[src/hdl/xxh_mul.sv]
`default_nettype none
// 64x64 low-half multiply in three 32x32 partial products, one per cycle
module xxh_mul
(
    input  wire logic        clk,
    input  wire logic        rst_n,
    input  wire logic        start,
    input  wire logic [63:0] a,
    input  wire logic [63:0] b,
    output logic             done,
    output logic [63:0]      p
);
    logic [63:0] a_reg, b_reg, acc_reg;
    logic [1:0]  step_reg;
    logic        busy_reg, done_reg;
    logic [31:0] x, y;
    logic [63:0] pp;

    always_comb
    begin
        case (step_reg)
            2'd0:    begin x = a_reg[31:0];  y = b_reg[31:0];  end
            2'd1:    begin x = a_reg[63:32]; y = b_reg[31:0];  end
            2'd2:    begin x = a_reg[31:0];  y = b_reg[63:32]; end
            default: begin x = 32'd0;        y = 32'd0;        end
        endcase
        pp = 64'(x) * 64'(y);
    end

    always_ff @(posedge clk or negedge rst_n)
    begin
        if (!rst_n)
        begin
            busy_reg <= 1'b0;
            done_reg <= 1'b0;
            step_reg <= 2'd0;
        end
        else
        begin
            done_reg <= 1'b0;
            if (start)
            begin
                busy_reg <= 1'b1;
                step_reg <= 2'd0;
            end
            else if (busy_reg)
            begin
                step_reg <= step_reg + 2'd1;
                if (step_reg == 2'd2)
                begin
                    busy_reg <= 1'b0;
                    done_reg <= 1'b1;
                end
            end
        end
    end

    always_ff @(posedge clk)
    begin
        if (start)
        begin
            a_reg   <= a;
            b_reg   <= b;
            acc_reg <= 64'd0;
        end
        else if (busy_reg)
        begin
            if (step_reg == 2'd0)
                acc_reg <= pp;
            else
                acc_reg <= acc_reg + {pp[31:0], 32'd0};
        end
    end

    assign done = done_reg;
    assign p    = acc_reg;
endmodule
`default_nettype wire

[config.mk]
export PLATFORM = sky130hd
export DESIGN_NAME = xxh_mul
export DESIGN_NICKNAME = d
export VERILOG_FILES = /design/src/hdl/xxh_mul.sv
export SDC_FILE = /design/constraint.sdc
export NUM_CORES = 2
export LEC_CHECK = 0
export CAP_MARGIN = 20
export CORE_MARGIN = 2
export CORE_UTILIZATION = 58
export CTS_CLUSTER_SIZE = 10
export DETAILED_ROUTE_END_ITERATION = 8
export DONT_BUFFER_PORTS = 1
export PLACE_DENSITY = 0.74
export SETUP_SLACK_MARGIN = 0.05
export SLEW_MARGIN = 20
export SYNTH_ARGS = -nofsm -noshare
export SYNTH_HDL_FRONTEND = slang
export SYNTH_SLANG_ARGS = --single-unit
export TNS_END_PERCENT = 20
[constraint.sdc]
create_clock -name clk -period 13.3 [get_ports clk]
set_input_delay 1.33 -clock clk [delete_from_list [all_inputs] [get_ports clk]]
set_output_delay 1.33 -clock clk [all_outputs]
set_load 0.02 [all_outputs]
==> results.md <==
* Clk_skew at 40.61 ps
* Row Count at 97
* CP Data Arrival Time at 11890 ps
* R2R Setup Slk at 1840 ps
* Vias per Instance at 6.025
* DP HPWL at 101300 µm
* Final Max Slew Viols at 0
* Sequential-to-total area share from yosys stat at 0.1275
* CP max FO at 40
* Starting DRT DRC Count at 3385
* Post-synthesis cell area at 40970 µm²
* RR Endpoint: p[63]$_SDFFE_PP0P_
* Ys flop type: edfxtp_1
* F_max at 87.27 MHz
* Fin. Hold Viols at 0
* Wire per inst at 24.23 µm
* Grt ovf at 0
* Min-delay worst type: in2async
* Critical-path top delay cell: or2_2
* Gr usage total at 0.3687
* Share of cells above drive strength 1 at 0.04492
* Part of the cycle the worst path needs at 0.8616
* Final wirelength at 129200 µm
* Commonest non-fill, non-tap cell in the layout: fa_1
* Initial Util at 0.5851
* Post CTS Setup Buffer Count at 0
* Total number of H-tree levels at 4
* Layout Nets at 5701
* CP Class: reg2reg
* Relative max-transition margin at 0.2571
* Total CTS buffers at 17
* Hold_buf cts at 0
* Full die area at 72780 µm²
* CTS root buf: clkbuf_16
* Synth cell types at 79
* Setup violators final at 0
* Status: completed
* Reg2reg start: step_reg[1]$_DFFE_PN0P_
* Syn Nets at 5845
* Clock Sinks at 196
* Routed Antenna Nets at 0
* Max Cap Violations at 0
* Most frequent cells in the layout: fa_1, inv_1, nand2_1
* Number of synthesized flops with an enable pin at 128
* Syn_area_per_cell at 9.071 µm²
* First-pass GRT wire length at 200800 µm
* Final min period at 11460 ps
* Pin count of the biggest net entering global routing at 198
* Filler Cell Count at 5941
* I/O Pins at 196
* Worst Reg-to-Reg Cells at 35
* RSZ-0062 raised after global routing: no
* Synth warn at 0
* Setup_tns at 0 ps
* CTS tree: done
* Vias in the first global route at 33640
* CTS resizes at 0
* Worst Path Required at 13730 ps
* CP most frequent cell: fa_1
* Worst-Skew Late Latency at 540 ps
* CP startpoint kind: register
* Synth top area share at 0.4383
* Post-synthesis async set-or-reset flop share at 0.02041
* Clock-pin slew on the worst setup and hold paths at 110 ps
* Slew @ Worst Pin at 1114 ps
* Maximum clock path buffer count at 2
* Gate Count Post-Synth at 4517
* Crit-path max cell delay at 830 ps
* Layout area overhead at 3.915%
* Initial antenna violation count at 7
* Seq cells post-synth at 196
* RePlAce Congestion at 1.003
* Vias post-DR at 32115
* Core Region at 70030 µm²
* Synth area leader: fa_1
* Synth area leaders: fa_1, edfxtp_1, ha_1, inv_1, nand2_1
* Die Y-Extent at 269.8 µm
* Drt first pass iters at 9
* Die Width at 269.8 µm
* Worst setup EP type: register
* # port buffers at 0
* Drt drc at 0
[critical path, delay by kind of cell, from the launching register on]
kind | cells | cell delay (ps)
AND/OR/NAND/NOR | 7 | 1910
AO/OA/AOI/OAI | 9 | 2440
multiplexers | 1 | 100
XOR/XNOR | 2 | 680
flip-flops | 1 | 430
buffers and inverters | 6 | 1090
adder cells (fa/ha/maj) | 10 | 4650
[cell families (layout without fill, tap and decap cells)]
logic type	Yosys count	after routing	share of synthesized area
other cells	0	4	0
mux	10	10	0.002474
simple gates	1437	1437	0.1414
flops	196	196	0.1275
xor+xnor	78	78	0.01667
fa+ha+maj	1197	1197	0.5299
compound gates	476	476	0.07885
buf+inv	1123	992	0.1032
[worst max path at each step]
stage                                       start                  to  slack (ps)  cells past startpoint
final                     step_reg[1]$_DFFE_PN0P_  p[63]$_SDFFE_PP0P_        1840                     35
after global routing      step_reg[1]$_DFFE_PN0P_  p[63]$_SDFFE_PP0P_        1320                     39
after CTS                 step_reg[1]$_DFFE_PN0P_  p[63]$_SDFFE_PP0P_        2050                     35
after detailed placement  step_reg[1]$_DFFE_PN0P_  p[63]$_SDFFE_PP0P_        2090                     35
after global placement    step_reg[1]$_DFFE_PN0P_  p[63]$_SDFFE_PP0P_        2170                     38
after floorplan           step_reg[0]$_DFFE_PN0P_  p[63]$_SDFFE_PP0P_        3210                     41
[per-layer routing]
metal	part of all wire	up-vias	global-route usage	wire length, µm
met1	0.36	16162	0.4743	46890
li1	-	13466	-	-
met2	0.45	1977	0.5602	57680
met5	0.0016	-	0	212
met4	0.066	10	0.2015	8526
met3	0.12	500	0.1137	15850
[stage by stage]
step                instances  instance area, µm²    util  worst slack, ps  hold slack [ps]
floorplan                4517               40970       -             3215            534.5
global placement         5291               41880  0.5981             2175            539.5
detailed placement       5291               41880  0.5981             2094            543.5
CTS                      5323               42530  0.6074             2046            448.8
global route             5326               42570  0.6078             1324            450.4
finish                   5330               42580  0.6080             1841            468.3
[final cells by class]
| type | instances | area (µm²) | share of cell area |
|---|---|---|---|
| Inverter | 881 | 3307 | 0.07767 |
| Antenna cell | 4 | 10.01 | 0.0002351 |
| Clock buffer | 17 | 425.4 | 0.009992 |
| Multi-Input combinational cell | 3198 | 31610 | 0.7425 |
| Clock inverter | 15 | 225.2 | 0.005290 |
| Tap cell | 940 | 1176 | 0.02762 |
| Timing Repair Buffer | 79 | 593.1 | 0.01393 |
| Sequential cell | 196 | 5225 | 0.1227 |
[synthesized netlist by cell type (5+ instances only)]
master and instances:
o21ai_0 60, and3_1 16, edfxtp_1 128, nand2b_1 8, dfxtp_1 64, o21bai_1 11
a21boi_0 8, nand2_1 791, a21oi_1 144, fa_1 897, nand3_1 27, clkbuf_1 227
xnor2_1 44, o211ai_1 8, nor2_1 466, a22o_1 34, a31oi_1 7, a22oi_1 57
o21a_1 13, a211oi_1 19, ha_1 300, a21o_1 50, o31ai_1 5, or2_2 33
mux2i_1 9, nor3_1 35, nand4_1 12, buf_2 7, and2_1 26, xor2_1 34
inv_1 880, buf_1 7
Power is not shown: default switching activity piles up to over one toggle a cycle in this logic, so the estimate is an artifact.
